===== src/design/addressable_led_pulse_encoder_defines.svh =====
// ----------------------------------------------------------------------------
// Assertion macros for the addressable LED pulse encoder
// ----------------------------------------------------------------------------
`ifndef ADDRESSABLE_LED_PULSE_ENCODER_DEFINES_SVH
`define ADDRESSABLE_LED_PULSE_ENCODER_DEFINES_SVH

// Same-cycle implication, checked on every clock edge out of reset.
`define ALPE_ASSERT_NOW(label, ante, cons) \
  label: assert property (@(posedge clk_i) disable iff (!rst_ni) (ante) |-> (cons)) \
    else $error("alpe: same-cycle check failed");

// Next-cycle implication, checked on every clock edge out of reset.
`define ALPE_ASSERT_NEXT(label, ante, cons) \
  label: assert property (@(posedge clk_i) disable iff (!rst_ni) (ante) |=> (cons)) \
    else $error("alpe: next-cycle check failed");

`endif


===== src/design/alpe_pkg.sv =====
`timescale 1ns / 1ps
// ----------------------------------------------------------------------------
// alpe_pkg
// Types and constants shared by the addressable LED pulse encoder.
// ----------------------------------------------------------------------------
package alpe_pkg;

  // Bits sent per pixel: green, red, then blue, MSB first.
  localparam int unsigned BitsPerPixel = 24;
  localparam int unsigned BitCntW      = 5;
  localparam logic [BitCntW-1:0] LastBitIdx = BitCntW'(BitsPerPixel - 1);

  localparam int unsigned PixelW  = 24;
  localparam int unsigned TicksW  = 16;
  localparam int unsigned RegIdxW = 3;
  localparam int unsigned AddrW   = RegIdxW + 2;
  localparam int unsigned DataW   = 32;

  // Register indexes
  localparam logic [RegIdxW-1:0] RegZeroHigh = 3'd0;
  localparam logic [RegIdxW-1:0] RegZeroLow  = 3'd1;
  localparam logic [RegIdxW-1:0] RegOneHigh  = 3'd2;
  localparam logic [RegIdxW-1:0] RegOneLow   = 3'd3;
  localparam logic [RegIdxW-1:0] RegLatchGap = 3'd4;

  // Reset values
  localparam logic [7:0]        ZeroHighRst = 8'd8;
  localparam logic [7:0]        ZeroLowRst  = 8'd17;
  localparam logic [7:0]        OneHighRst  = 8'd16;
  localparam logic [7:0]        OneLowRst   = 8'd9;
  localparam logic [TicksW-1:0] LatchGapRst = 16'd1000;

  typedef struct packed {
    logic       kind;
    logic [7:0] red;
    logic [7:0] green;
    logic [7:0] blue;
    logic       frame_end;
  } in_beat_t;

  typedef struct packed {
    logic line_level;
    logic pixel_taken;
    logic holding_full;
    logic sending;
    logic frame_done;
  } out_beat_t;

endpackage


===== src/design/addressable_led_pulse_encoder.sv =====
`timescale 1ns / 1ps
// ----------------------------------------------------------------------------
// addressable_led_pulse_encoder
// Single-wire LED chain waveform generator: one input beat is one line tick.
// ----------------------------------------------------------------------------
//  channel  | handshake                  | payload
//  ---------+----------------------------+------------------------------
//  in       | in_valid_i / in_ready_o    | in_data_i  (alpe_pkg::in_beat_t)
//  out      | out_valid_o / out_ready_i  | out_data_o (alpe_pkg::out_beat_t)
//  config   | psel/penable/pwrite/pready | paddr, pwdata, prdata
//
// One beat per cycle while in_ready_o is high: the tick is evaluated in
// the accept cycle and its result is registered into out_q or skid_q.
// A two-entry output buffer (output register plus skid) keeps in_ready_o
// high while one result waits; input stalls only when both are full.
// Asynchronous active-low reset: line idle, holding empty, timings default.
// ----------------------------------------------------------------------------
module addressable_led_pulse_encoder (
  input  logic                       clk_i,
  input  logic                       rst_ni,
  input  logic                       in_valid_i,
  output logic                       in_ready_o,
  input  alpe_pkg::in_beat_t         in_data_i,
  output logic                       out_valid_o,
  input  logic                       out_ready_i,
  output alpe_pkg::out_beat_t        out_data_o,
  input  logic                       psel,
  input  logic                       penable,
  input  logic                       pwrite,
  input  logic [alpe_pkg::AddrW-1:0] paddr,
  input  logic [alpe_pkg::DataW-1:0] pwdata,
  output logic [alpe_pkg::DataW-1:0] prdata,
  output logic                       pready
);
  import alpe_pkg::*;

`include "addressable_led_pulse_encoder_defines.svh"

  typedef enum logic [1:0] {
    PH_IDLE  = 2'd0,
    PH_HIGH  = 2'd1,
    PH_LOW   = 2'd2,
    PH_LATCH = 2'd3
  } phase_e;

  // Timing registers
  logic [7:0]        zero_high_q, zero_low_q, one_high_q, one_low_q;
  logic [TicksW-1:0] latch_gap_q;

  // Encoder state
  phase_e              phase_q, phase_d;
  logic [PixelW-1:0]   shift_q, shift_d;
  logic [BitCntW-1:0]  bits_left_q, bits_left_d;
  logic [TicksW-1:0]   ticks_q, ticks_d;
  logic                cur_last_q, cur_last_d;
  logic [PixelW-1:0]   held_pix_q, held_pix_d;
  logic                held_valid_q, held_valid_d;
  logic                held_last_q, held_last_d;

  // Output buffer
  out_beat_t out_q, skid_q, res_d;
  logic      out_valid_q, skid_valid_q;

  logic in_fire, cfg_wr;
  logic [RegIdxW-1:0] reg_idx;

  assign in_ready_o  = !skid_valid_q;
  assign in_fire     = in_valid_i && in_ready_o;
  assign out_valid_o = out_valid_q;
  assign out_data_o  = out_q;
  assign pready      = 1'b1;
  assign reg_idx     = paddr[AddrW-1:2];
  assign cfg_wr      = psel && penable && pwrite && pready;

  // --------------------------------------------------------------------------
  // Config port
  always_comb begin
    unique case (reg_idx)
      RegZeroHigh: prdata = DataW'(zero_high_q);
      RegZeroLow:  prdata = DataW'(zero_low_q);
      RegOneHigh:  prdata = DataW'(one_high_q);
      RegOneLow:   prdata = DataW'(one_low_q);
      RegLatchGap: prdata = DataW'(latch_gap_q);
      default:     prdata = '0;
    endcase
  end

  always_ff @(posedge clk_i or negedge rst_ni) begin
    if (!rst_ni) begin
      zero_high_q <= ZeroHighRst;
      zero_low_q  <= ZeroLowRst;
      one_high_q  <= OneHighRst;
      one_low_q   <= OneLowRst;
      latch_gap_q <= LatchGapRst;
    end else if (cfg_wr) begin
      unique case (reg_idx)
        RegZeroHigh: zero_high_q <= pwdata[7:0];
        RegZeroLow:  zero_low_q  <= pwdata[7:0];
        RegOneHigh:  one_high_q  <= pwdata[7:0];
        RegOneLow:   one_low_q   <= pwdata[7:0];
        RegLatchGap: latch_gap_q <= pwdata[TicksW-1:0];
        default: ;
      endcase
    end
  end

  // --------------------------------------------------------------------------
  // One tick
  logic              load0, hv0, last0;
  phase_e            ph0;
  logic [PixelW-1:0] sw0;
  logic [BitCntW-1:0] bl0;
  logic [TicksW-1:0] ticks0, held_high_ticks;

  assign held_high_ticks = held_pix_q[PixelW-1] ? TicksW'(one_high_q) : TicksW'(zero_high_q);

  always_comb begin
    // Start a held pixel when the line is idle
    load0  = (phase_q == PH_IDLE) && held_valid_q;
    ph0    = load0 ? PH_HIGH : phase_q;
    sw0    = load0 ? held_pix_q : shift_q;
    bl0    = load0 ? LastBitIdx : bits_left_q;
    last0  = load0 ? held_last_q : cur_last_q;
    hv0    = load0 ? 1'b0 : held_valid_q;
    ticks0 = load0 ? held_high_ticks : ticks_q;

    phase_d      = ph0;
    shift_d      = sw0;
    bits_left_d  = bl0;
    ticks_d      = ticks0;
    cur_last_d   = last0;
    held_valid_d = hv0;
    held_pix_d   = held_pix_q;
    held_last_d  = held_last_q;

    res_d            = '0;
    res_d.line_level = (ph0 == PH_HIGH);
    res_d.sending    = (ph0 != PH_IDLE);

    if (ph0 != PH_IDLE) begin
      if (ticks0 > TicksW'(1)) begin
        ticks_d = ticks0 - TicksW'(1);
      end else begin
        unique case (ph0)
          PH_HIGH: begin
            phase_d = PH_LOW;
            ticks_d = sw0[PixelW-1] ? TicksW'(one_low_q) : TicksW'(zero_low_q);
          end
          PH_LOW: begin
            priority if (bl0 != '0) begin
              shift_d     = {sw0[PixelW-2:0], 1'b0};
              bits_left_d = bl0 - BitCntW'(1);
              phase_d     = PH_HIGH;
              ticks_d     = sw0[PixelW-2] ? TicksW'(one_high_q) : TicksW'(zero_high_q);
            end else if (last0) begin
              phase_d = PH_LATCH;
              ticks_d = latch_gap_q;
            end else if (hv0) begin
              // Next pixel follows with no gap
              shift_d      = held_pix_q;
              bits_left_d  = LastBitIdx;
              cur_last_d   = held_last_q;
              held_valid_d = 1'b0;
              phase_d      = PH_HIGH;
              ticks_d      = held_high_ticks;
            end else begin
              phase_d = PH_IDLE;
              ticks_d = '0;
            end
          end
          default: begin
            phase_d          = PH_IDLE;
            ticks_d          = '0;
            res_d.frame_done = 1'b1;
          end
        endcase
      end
    end

    // Take the offered pixel if holding is free after the advance
    if (in_data_i.kind && !held_valid_d) begin
      held_pix_d        = {in_data_i.green, in_data_i.red, in_data_i.blue};
      held_last_d       = in_data_i.frame_end;
      held_valid_d      = 1'b1;
      res_d.pixel_taken = 1'b1;
    end
    res_d.holding_full = held_valid_d;
  end

  always_ff @(posedge clk_i or negedge rst_ni) begin
    if (!rst_ni) begin
      phase_q      <= PH_IDLE;
      shift_q      <= '0;
      bits_left_q  <= '0;
      ticks_q      <= '0;
      cur_last_q   <= 1'b0;
      held_valid_q <= 1'b0;
      held_last_q  <= 1'b0;
    end else if (in_fire) begin
      phase_q      <= phase_d;
      shift_q      <= shift_d;
      bits_left_q  <= bits_left_d;
      ticks_q      <= ticks_d;
      cur_last_q   <= cur_last_d;
      held_valid_q <= held_valid_d;
      held_last_q  <= held_last_d;
    end
  end

  always_ff @(posedge clk_i) begin
    if (in_fire) begin
      held_pix_q <= held_pix_d;
    end
  end

  // --------------------------------------------------------------------------
  // Output register and skid
  always_ff @(posedge clk_i or negedge rst_ni) begin
    if (!rst_ni) begin
      out_valid_q  <= 1'b0;
      skid_valid_q <= 1'b0;
    end else begin
      priority if (out_valid_q && out_ready_i) begin
        if (skid_valid_q) begin
          out_valid_q  <= 1'b1;
          skid_valid_q <= 1'b0;
        end else begin
          out_valid_q <= in_fire;
        end
      end else if (!out_valid_q) begin
        out_valid_q <= in_fire;
      end else if (in_fire) begin
        skid_valid_q <= 1'b1;
      end else begin
        // hold both entries
      end
    end
  end

  always_ff @(posedge clk_i) begin
    priority if (out_valid_q && out_ready_i) begin
      out_q <= skid_valid_q ? skid_q : res_d;
    end else if (!out_valid_q) begin
      out_q <= res_d;
    end else if (in_fire) begin
      skid_q <= res_d;
    end else begin
      // hold both entries
    end
  end

  // --------------------------------------------------------------------------
  // Assertions
  `ALPE_ASSERT_NOW(a_skid_behind_out, skid_valid_q, out_valid_q)
  `ALPE_ASSERT_NEXT(a_idle_load_starts, in_fire && phase_q == PH_IDLE && held_valid_q,
                    phase_q != PH_IDLE)
  `ALPE_ASSERT_NOW(a_done_from_latch, in_fire && res_d.frame_done, phase_q == PH_LATCH)
  `ALPE_ASSERT_NOW(a_taken_means_full, in_fire && res_d.pixel_taken, res_d.holding_full)

endmodule

===== config.mk =====
export PLATFORM = sky130hd
export DESIGN_NAME = addressable_led_pulse_encoder
export DESIGN_NICKNAME = d
export VERILOG_FILES = /design/src/design/alpe_pkg.sv /design/src/design/addressable_led_pulse_encoder.sv
export VERILOG_INCLUDE_DIRS = /design/src /design/src/design
export SDC_FILE = /design/constraint.sdc
export NUM_CORES = 1
export LEC_CHECK = 0
export BUFFER_PORTS_ARGS = -buffer_cell sky130_fd_sc_hd__buf_2
export CAP_MARGIN = 5
export CORE_ASPECT_RATIO = 2
export CORE_MARGIN = 2
export CORE_UTILIZATION = 52
export DETAILED_ROUTE_END_ITERATION = 10
export PLACE_DENSITY = 0.76
export SYNTH_ARGS = -nofsm -noshare
export SYNTH_HDL_FRONTEND = slang
export SYNTH_SLANG_ARGS = --single-unit
export TNS_END_PERCENT = 100

===== constraint.sdc =====
create_clock -name clk_i -period 4.1 [get_ports clk_i]
set_input_delay 0.205 -clock clk_i [delete_from_list [all_inputs] [get_ports clk_i]]
set_output_delay 0.205 -clock clk_i [all_outputs]
set_load 0.01 [all_outputs]

==> metrics.md, run 1 <==
| Metric | Value |
|---|---|
| Most frequent cells in the layout | dfrtp_1 (88), nand2_1 (86), buf_2 (73) |
| Post-synth EDFFs | 34 |
| Post-synth cell types | 73 |
| Crit Path Class | flip-flop to flip-flop |
| Vias | 6,634 |
| Placed cell count | 985 |
| Final net count | 911 |
| Antenna cells | 0 |
| Worst skew pair latency | 0.42 ns |
| Port bufs | 74 |
| Flip-flop and latch count after synthesis | 134 |
| Hold Violations, Final | 0 |
| CTS tree | built |
| Setup crit start | held_pix_q[23] |
| Critical-path maximum fanout | 14 |
| CP endpoint kind | flip-flop |
| Vias per cell | 6.36 |
| Total track usage | 28.3% |
| Clock buffer depth | 2 |
| Placer Congestion | 0.940 |
| Hold buffers post-CTS | 25 |
| Gate Count Post-Synth | 743 |
| Clock transition at the registers of the reported paths | 0.06 ns |
| Ys flop type | dfrtp_1 |
| Worst path depth | 10 |
| CP max-delay cell | edfxtp_1 |
| Setup violations, final | 0 |
| Sum of negative setup slack | 0 ns |
| Crit path cell chain | mux2i_1 -> nor2_1 -> a21oi_1 -> ha_1 -> or3b_2 -> or4_1 -> o21ai_0 -> nand3_1 -> a31oi_1 -> o221ai_1 |
| Layout area overhead | 18.8% |
| Sequential fraction of the synthesis area | 46.6% |
| Setup crit end | ticks_q[12] |
| Io pins | 110 |
| Vias in the first global route | 6,950 |
| Post-synthesis mux area share | 13.9% |
| Starting Density | 52.9% |
| Clock sinks | 134 |
| Post-CTS Setup Inserts | 0 |
| Initial drt markers | 621 |
| Main combinational cell family by area after synthesis | compound AO/OA/AOI/OAI gates |
| Final Max Slew Viols | 0 |
| H-tree Lvls | 4 |
| Compound-Gate Fraction of Synth Area | 20.4% |
| Commonest non-fill, non-tap cell in the layout | dfrtp_1 |
| Root Driver | clkbuf_16 |
| Worst vdd ir | 349 uV |
| WHS | 0.0195 ns |
| Synthesized cell area | 0.00759 mm2 |
| First-pass GRT wire length | 34,100 um |
| WP buf/inv | 0 |
| DPL Wire Length | 15,000 um |
| R2R Path End | ticks_q[12] |
| Worst EP required | 4.39 ns |
| GRT overflow | 0 |
| XOR/XNOR Fraction of Synth Area | 0.808% |
| Number of remaining DRC errors | 0 |
| # rows | 62 |
| Post-cts repair resize count | 0 |
| Crit path max-delay family | simple AND/OR/NAND/NOR gates |
| Critical Path AT | 3.87 ns |
| Die area | 0.0156 mm2 |
| Syn Area/Cell | 10.2 um2 |
| Total CTS buffers | 17 |
| Final worst path period share | 87.2% |
| Clk_skew | 0.00931 ns |
| Die width | 89.4 um |
| Hold Crit Class | primary input to flip-flop |
| Wirelength per Cell | 20.6 um |
| WL final | 21,500 um |
| Highest clock rate | 280 MHz |
| Finished Layout Cells | 1,043 |
| YS warnings | 0 |
| Drt pass-1 iters | 6 |
| Rel. slew slack | 36.7% |
| RSZ-0062 raised after global routing | false |
| Reg2reg start | held_pix_q[23] |
| CP startpoint kind | flip-flop |
| Layout cell share with drive strength beyond 1 | 26.0% |
| Antenna-violating nets left | 0 |
| Lkg Pwr | 3.77 nW |
| Initial antenna violation count | 0 |
| Slowest stage delay, CP | 0.76 ns |
| Overall die height | 175 um |
| Post-synthesis adder-cell area fraction | 0.494% |
| PD cells | 534 mW/mm2 |
| Reg2reg setup slack | 0.52 ns |
| Hold path start | pwdata[9] |
| Tightest Pin Transition | 0.931 ns |
| Power, Total | 4.81 mW |
| Asr flop ratio synth | 74.6% |
| Status | finished clean |
| Core area | 0.0144 mm2 |
| Synth Area in Simple Gates | 13.1% |
| FF-to-FF path depth | 10 |
| Max cap viols | 0 |
| Pin count of the biggest net entering global routing | 64 |
| Tmin final | 3.58 ns |
-- layer usage --
| metal | track usage, % | wire length [um] | vias up |
|---|---|---|---|
| met5 | 0 | 0 | - |
| met4 | 17.9 | 1230 | 0 |
| met3 | 4.25 | 1050 | 96 |
| met2 | 50.9 | 11900 | 327 |
| met1 | 29.2 | 7340 | 3232 |
| li1 | - | - | 2979 |
-- kinds of logic (layout without fill, tap and decap cells) --
| family | count (synthesis) | count (layout) |
|---|---|---|
| buf+inv | 72 | 165 |
| xor+xnor | 7 | 7 |
| flops | 134 | 134 |
| mux | 97 | 97 |
| fa+ha+maj | 3 | 3 |
| simple gates | 204 | 204 |
| compound gates | 224 | 224 |
| other cells | 2 | 17 |
-- where the power goes --
part	internal (mW)	leakage [nW]	switching, mW
Sequential	1.66	1.55	0.278
Combinational	0.573	1.93	0.724
Clock	0.966	0.292	0.618
Total	3.19	3.77	1.62
-- how the worst min path moves through the flow --
stage	endpoint	slack [ns]	cells after the start
2_1_floorplan	async pin	-0.09	0
3_3_place_gp	skid_valid_q	0.33	1
3_5_place_dp	skid_valid_q	0.33	1
4_1_cts	held_pix_q[23]	0.0001	1
5_1_grt	latch_gap_q[11]	0.009	2
6_report	latch_gap_q[9]	0.02	2
-- per-stage QoR --
| stage | util [%] | area [um2] | worst slack (ns) |
|---|---|---|---|
| final | 62.8 | 9020 | 0.523 |
| after global routing | 62.8 | 9020 | 0.313 |
| after CTS | 62.8 | 9010 | 0.569 |
| after detailed placement | 56.8 | 8150 | 0.572 |
| after global placement | 56.8 | 8150 | 0.669 |
| after floorplan | - | 7650 | 0.0561 |
-- synth_stat cells, types with 3 or more instances --
cell	instances	area share (%)
dfrtp_1	88	29
nand2_1	86	4.3
o21ai_0	64	4.2
mux2_2	62	9.2
edfxtp_1	34	13
mux2i_1	34	4.5
clkbuf_1	33	1.6
nor2_1	32	1.6
a21oi_1	31	2.0
a22oi_1	25	2.5
buf_4	20	2.0
a2bb2oi_1	18	2.1
nor3_1	16	1.1
and3_1	13	1.1
o22ai_1	13	1.1
dfstp_2	12	4.2
nand3_1	12	0.79
o221ai_1	9	1.0
a31oi_1	8	0.66
inv_1	7	0.35
buf_1	6	0.30
o2bb2ai_1	6	0.69
buf_2	5	0.33
nor2b_1	5	0.41
nor4_1	5	0.41
o211ai_1	5	0.49
nand2b_1	4	0.33
nand4_1	4	0.33
o211a_1	4	0.53
or3_1	4	0.33
or4_1	4	0.40
xnor2_1	4	0.46
a21o_1	3	0.30
a221o_1	3	0.40
a22o_1	3	0.35
a32o_1	3	0.40
and2_1	3	0.25
ha_1	3	0.49
nor3b_1	3	0.30
o221a_2	3	0.44
o31ai_1	3	0.30
xor2_1	3	0.35
-- layout make-up --
| class | count | area [um2] |
|---|---|---|
| Fill cell | 1129 | 5340 |
| Multi-Input combinational cell | 552 | 3760 |
| Sequential cell | 134 | 3540 |
| Timing Repair Buffer | 126 | 841 |
| Clock buffer | 19 | 433 |
| Tap cell | 192 | 240 |
| Clock inverter | 13 | 173 |
| Inverter | 7 | 26.3 |
(Power assumes the default switching activity.)
==> run 2: changes to the inputs <==
--- a/config.mk
+++ b/config.mk
@@ -13,6 +13,7 @@
 export CORE_UTILIZATION = 52
 export DETAILED_ROUTE_END_ITERATION = 10
 export PLACE_DENSITY = 0.76
+export SKIP_LAST_GASP = 1
 export SYNTH_ARGS = -nofsm -noshare
 export SYNTH_HDL_FRONTEND = slang
 export SYNTH_SLANG_ARGS = --single-unit
==> constraint.sdc (replaced) <==
create_clock -name clk_i -period 4.1 [get_ports clk_i]
set_input_delay 0.41 -clock clk_i [delete_from_list [all_inputs] [get_ports clk_i]]
set_output_delay 0.41 -clock clk_i [all_outputs]
set_load 0.01 [all_outputs]
==> metrics.md, run 2 (same netlist as run 1, synthesis figures left out) <==
| Metric | Value |
|---|---|
| Total track usage | 27.4% (was 28.3%) |
| Critical Path AT | 3.91 ns (was 3.87 ns) |
| GRT overflow | 0 (unchanged) |
| Io pins | 110 (unchanged) |
| Met2 routed WL | 11,100 um (was 11,900 um) |
| Pin count of the biggest net entering global routing | 69 (was 64) |
| PD cells | 543 mW/mm2 (was 534 mW/mm2) |
| Clock transition at the registers of the reported paths | 0.06 ns (about the same) |
| Worst vdd ir | 358 uV (was 349 uV) |
| Highest clock rate | 276 MHz (was 280 MHz) |
| Initial antenna violation count | 0 (unchanged) |
| Root Driver | clkbuf_16 (unchanged) |
| Initial drt markers | 487 (was 621) |
| # rows | 62 (unchanged) |
| Clock buffer depth | 2 (unchanged) |
| Lkg Pwr | 3.66 nW (was 3.77 nW) |
| Post-Route Utilization | 61.0% (was 62.8%) |
| Commonest non-fill, non-tap cell in the layout | dfrtp_1 (unchanged) |
| Layout cell share with drive strength beyond 1 | 26.8% (was 26.0%) |
| Status | finished clean (unchanged) |
| Drt pass-1 iters | 5 (was 6) |
| First-pass GRT wire length | 33,200 um (was 34,100 um) |
| Placer Congestion | 0.966 (was 0.940) |
| Sum of negative setup slack | 0 ns (unchanged) |
| Clock sinks | 134 (unchanged) |
| Vias per cell | 6.42 (was 6.36) |
| Crit Path Class | flip-flop to flip-flop (unchanged) |
| Die width | 89.4 um (unchanged) |
| H-tree Lvls | 4 (unchanged) |
| Core area | 0.0144 mm2 (unchanged) |
| Number of remaining DRC errors | 0 (unchanged) |
| Clk_skew | 0.0129 ns (was 0.00931 ns) |
| Top Layer Used | met4 (unchanged) |
| Vias | 6,526 (was 6,634) |
| Hold Crit Class | primary input to async pin (was primary input to flip-flop) |
| Max cap viols | 0 (unchanged) |
| Layout area overhead | 15.2% (was 18.8%) |
| Hold buffers post-CTS | 0 (was 25) |
| Starting Density | 52.9% (unchanged) |
| CP startpoint kind | flip-flop (unchanged) |
| RSZ-0062 raised after global routing | false (unchanged) |
| Setup violations, final | 0 (unchanged) |
| CP endpoint kind | flip-flop (unchanged) |
| Critical-path maximum fanout | 14 (unchanged) |
| Wirelength per Cell | 20.5 um (was 20.6 um) |
| Final net count | 885 (was 911) |
| Antenna cells | 0 (unchanged) |
| DPL Wire Length | 14,900 um (was 15,000 um) |
| CTS tree | built (unchanged) |
| Antenna-violating nets left | 0 (unchanged) |
| Vias in the first global route | 6,642 (was 6,950) |
| Overall die height | 175 um (unchanged) |
| Tightest Pin Transition | 1.18 ns (was 0.931 ns) |
| Total CTS buffers | 17 (unchanged) |
| Final worst path period share | 88.3% (was 87.2%) |
| Tmin final | 3.62 ns (was 3.58 ns) |
| Worst skew pair latency | 0.43 ns (was 0.42 ns) |
| Post-cts repair resize count | 0 (unchanged) |
| Metal3 WL | 1090 um (was 1050 um) |
| Die area | 0.0156 mm2 (unchanged) |
| WL met1 | 7190 um (was 7340 um) |
| Worst EP required | 4.39 ns (about the same) |
| Port bufs | 74 (unchanged) |
| Most frequent cells in the layout | dfrtp_1 (88), nand2_1 (86), buf_2 (73) (unchanged) |
| Final Max Slew Viols | 0 (unchanged) |
| Layout fillers | 1,172 (was 1,129) |
| Post-CTS Setup Inserts | 0 (unchanged) |
| Hold Violations, Final | 0 (unchanged) |
| WL final | 20,900 um (was 21,500 um) |
| Rel. slew slack | 21.3% (was 36.7%) |
[run 2: stage by stage]
stage / hold slack, ns / cell area [um2] / setup slack [ns] / std cells / power [mW]
after floorplan: 0.114 / 7650 / 0.0561 / 758 / 2.77
after global placement: 0.461 / 8150 / 0.595 / 985 / 3.12
after detailed placement: 0.475 / 8150 / 0.533 / 985 / 3.19
after CTS: 0.138 / 8750 / 0.506 / 1017 / 4.75
after global routing: 0.150 / 8750 / 0.313 / 1017 / 4.98
final: 0.0972 / 8750 / 0.480 / 1017 / 4.75
[run 2: worst paths after layout]
check                                    start              to  slack [ns]  cells past startpoint
worst max-delay path            held_pix_q[23]     ticks_q[12]        0.48                     10
worst min-delay path                    rst_ni   one_high_q[0]         0.1                      1
worst max register to register  held_pix_q[23]     ticks_q[12]        0.48                     10
worst min register to register       flip-flop       flip-flop        0.49                      2
max in group asynchronous               rst_ni       async pin        3.04                      2
min in group clk_i               in_data_i[24]  held_pix_q[15]        0.15                      1
[run 2: area by class of cell]
class / instances / area, um2 / share of cell area (%)
tap: 192 / 240 / 2.75
sequential: 134 / 3540 / 40.4
multi-input combinational: 552 / 3760 / 43.0
inverter: 7 / 26.3 / 0.300
clock inverter: 14 / 149 / 1.70
timing repair buffer: 100 / 581 / 6.64
clock buffer: 18 / 450 / 5.15
[run 2: critical path, stage by stage (launching register included)]
cell and delay (ns):
edfxtp_1 0.77, mux2i_1 0.31, nor2_1 0.06, a21oi_1 0.22, ha_1 0.28, or3b_2 0.51
or4_1 0.49, o21ai_0 0.30, nand3_1 0.18, a31oi_1 0.20, o221ai_1 0.14
[run 2: routing by layer]
layer  track usage, %  up-vias
li1                 -     2917
met1             29.0     3168
met2             48.0      317
met3             5.10      124
met4             17.2        0
met5                0        -
[run 2: where the power goes]
group	switching (mW)	leakage (nW)	total, mW	internal [mW]
clock	0.614	0.287	1.55	0.933
sequential	0.280	1.55	1.94	1.66
combinational	0.710	1.82	1.27	0.559
==> run 3: changes to the inputs <==
--- a/config.mk
+++ b/config.mk
@@ -10,9 +10,10 @@
 export CAP_MARGIN = 5
 export CORE_ASPECT_RATIO = 2
 export CORE_MARGIN = 2
-export CORE_UTILIZATION = 52
+export CORE_UTILIZATION = 54
+export CTS_BUF_LIST = sky130_fd_sc_hd__clkbuf_4 sky130_fd_sc_hd__clkbuf_8
 export DETAILED_ROUTE_END_ITERATION = 10
-export PLACE_DENSITY = 0.76
+export PLACE_DENSITY = 0.79
 export SKIP_LAST_GASP = 1
 export SYNTH_ARGS = -nofsm -noshare
 export SYNTH_HDL_FRONTEND = slang
==> metrics.md, run 3 (same netlist as run 1, synthesis figures left out) <==
| Metric | Value |
|---|---|
| Total track usage | 28.3% (was 27.4%) |
| PD cells | 499 mW/mm2 (was 543 mW/mm2) |
| Setup violations, final | 0 (unchanged) |
| Final worst path period share | 93.3% (was 88.3%) |
| Clock buffer depth | 2 (unchanged) |
| Antenna-violating nets left | 0 (unchanged) |
| Status | finished clean (unchanged) |
| Layout area overhead | 12.5% (was 15.2%) |
| Most frequent cells in the layout | dfrtp_1 (88), nand2_1 (86), buf_2 (73) (unchanged) |
| Lkg Pwr | 3.57 nW (was 3.66 nW) |
| Pin count of the biggest net entering global routing | 71 (was 69) |
| Starting Density | 55.0% (was 52.9%) |
| Clock sinks | 134 (unchanged) |
| Total CTS buffers | 17 (unchanged) |
| Sum of negative setup slack | 0 ns (unchanged) |
| Vias in the first global route | 6,774 (was 6,642) |
| Worst skew pair latency | 0.44 ns (was 0.43 ns) |
| Layout fillers | 1,149 (was 1,172) |
| Io pins | 110 (unchanged) |
| WHS | 0.104 ns (was 0.0972 ns) |
| Rel. slew slack | 20.2% (was 21.3%) |
| Multi-input gate area | 0.00376 mm2 (unchanged) |
| Wirelength per Cell | 20.2 um (was 20.5 um) |
| # rows | 61 (was 62) |
| Post-CTS Setup Inserts | 0 (unchanged) |
| Overall die height | 172 um (was 175 um) |
| Hold Violations, Final | 0 (unchanged) |
| Crit Path Class | flip-flop to flip-flop (unchanged) |
| CP endpoint kind | flip-flop (unchanged) |
| Drt pass-1 iters | 5 (unchanged) |
| FF-to-FF path depth | 10 (unchanged) |
| First-pass GRT wire length | 33,000 um (was 33,200 um) |
| Reg2reg setup slack | 0.27 ns (was 0.48 ns) |
| Layout cell share with drive strength beyond 1 | 27.4% (was 26.8%) |
| Worst EP required | 4.40 ns (was 4.39 ns) |
| R2R Path End | ticks_q[12] (unchanged) |
| Initial drt markers | 532 (was 487) |
| Post-cts repair resize count | 0 (unchanged) |
| Placer Congestion | 0.971 (was 0.966) |
| Tightest Pin Transition | 1.19 ns (was 1.18 ns) |
| Antenna cells | 0 (unchanged) |
| Core area | 0.0138 mm2 (was 0.0144 mm2) |
| Clk_skew | 0.0165 ns (was 0.0129 ns) |
| CP startpoint kind | flip-flop (unchanged) |
| RSZ-0062 raised after global routing | false (unchanged) |
| Hold buffers post-CTS | 0 (unchanged) |
| Reg area | 0.00354 mm2 (unchanged) |
| CTS tree | built (unchanged) |
| Die area | 0.0151 mm2 (was 0.0156 mm2) |
| Initial antenna violation count | 0 (unchanged) |
| Worst vdd ir | 391 uV (was 358 uV) |
| WL final | 20,600 um (was 20,900 um) |
| Max cap viols | 0 (unchanged) |
| Vias | 6,482 (was 6,526) |
| Reg2reg start | phase_q[0] (was held_pix_q[23]) |
| Clock transition at the registers of the reported paths | 0.08 ns (was 0.06 ns) |
| Port bufs | 74 (unchanged) |
| Number of remaining DRC errors | 0 (unchanged) |
| Final net count | 889 (was 885) |
| Commonest non-fill, non-tap cell in the layout | dfrtp_1 (unchanged) |
| Highest clock rate | 261 MHz (was 276 MHz) |
| Final Max Slew Viols | 0 (unchanged) |
| Critical-path maximum fanout | 21 (was 14) |
| Hold Crit Class | primary input to async pin (unchanged) |
| H-tree Lvls | 4 (unchanged) |
| DPL Wire Length | 14,900 um (about the same) |
| Die width | 87.8 um (was 89.4 um) |
| Root Driver | clkbuf_8 (was clkbuf_16) |
| Critical Path AT | 4.13 ns (was 3.91 ns) |
| Tmin final | 3.83 ns (was 3.62 ns) |
| GRT overflow | 0 (unchanged) |
| Vias per cell | 6.37 (was 6.42) |
-- run 3: where the power goes --
part / internal [mW] / switching, mW
Clock: 0.500 / 0.554
Combinational: 0.563 / 0.715
Sequential: 1.65 / 0.279
-- run 3: worst max path at each step --
stage | endpoint | from | slack (ns) | cells after the start
2_1_floorplan | held_last_q | held_valid_q | 0.06 | 13
5_1_grt | held_pix_q[22] | phase_q[0] | 0.02 | 9
3_5_place_dp | ticks_q[12] | phase_q[0] | 0.33 | 10
4_1_cts | ticks_q[12] | phase_q[0] | 0.33 | 10
3_3_place_gp | ticks_q[12] | phase_q[0] | 0.49 | 10
6_report | ticks_q[12] | phase_q[0] | 0.27 | 10
-- run 3: final cells by class --
| type | count | area share, % |
|---|---|---|
| Clock buffer | 19 | 2.92 |
| Clock inverter | 13 | 1.47 |
| Inverter | 7 | 0.308 |
| Multi-Input combinational cell | 552 | 44.1 |
| Sequential cell | 134 | 41.4 |
| Tap cell | 189 | 2.77 |
| Timing Repair Buffer | 104 | 7.00 |
-- run 3: metrics by stage --
step / instance area (um2) / utilization [%] / instances / power (mW) / setup WS, ns
2_1_floorplan: 7650 / - / 758 / 2.77 / 0.0561
3_3_place_gp: 8160 / 59.1 / 986 / 3.13 / 0.491
3_5_place_dp: 8160 / 59.1 / 986 / 3.20 / 0.332
4_1_cts: 8540 / 61.8 / 1018 / 4.25 / 0.332
5_1_grt: 8540 / 61.8 / 1018 / 4.49 / 0.0210
6_report: 8540 / 61.8 / 1018 / 4.26 / 0.274
-- run 3: routing by layer --
| metal | track usage (%) | wire length, um |
|---|---|---|
| met5 | 0 | 0 |
| met4 | 18.7 | 1110 |
| met3 | 4.70 | 1130 |
| met2 | 50.9 | 11300 |
| met1 | 29.1 | 7050 |
-- run 3: critical path: stages (launching register included) --
cell      delay [ns]
dfrtp_1         0.53
nor3b_4         0.85
nand2_1         0.13
o21ai_0         0.19
ha_1            0.29
or3b_2          0.51
or4_1           0.49
o21ai_0         0.26
nand3_1         0.14
a31oi_1         0.18
o221ai_1        0.12
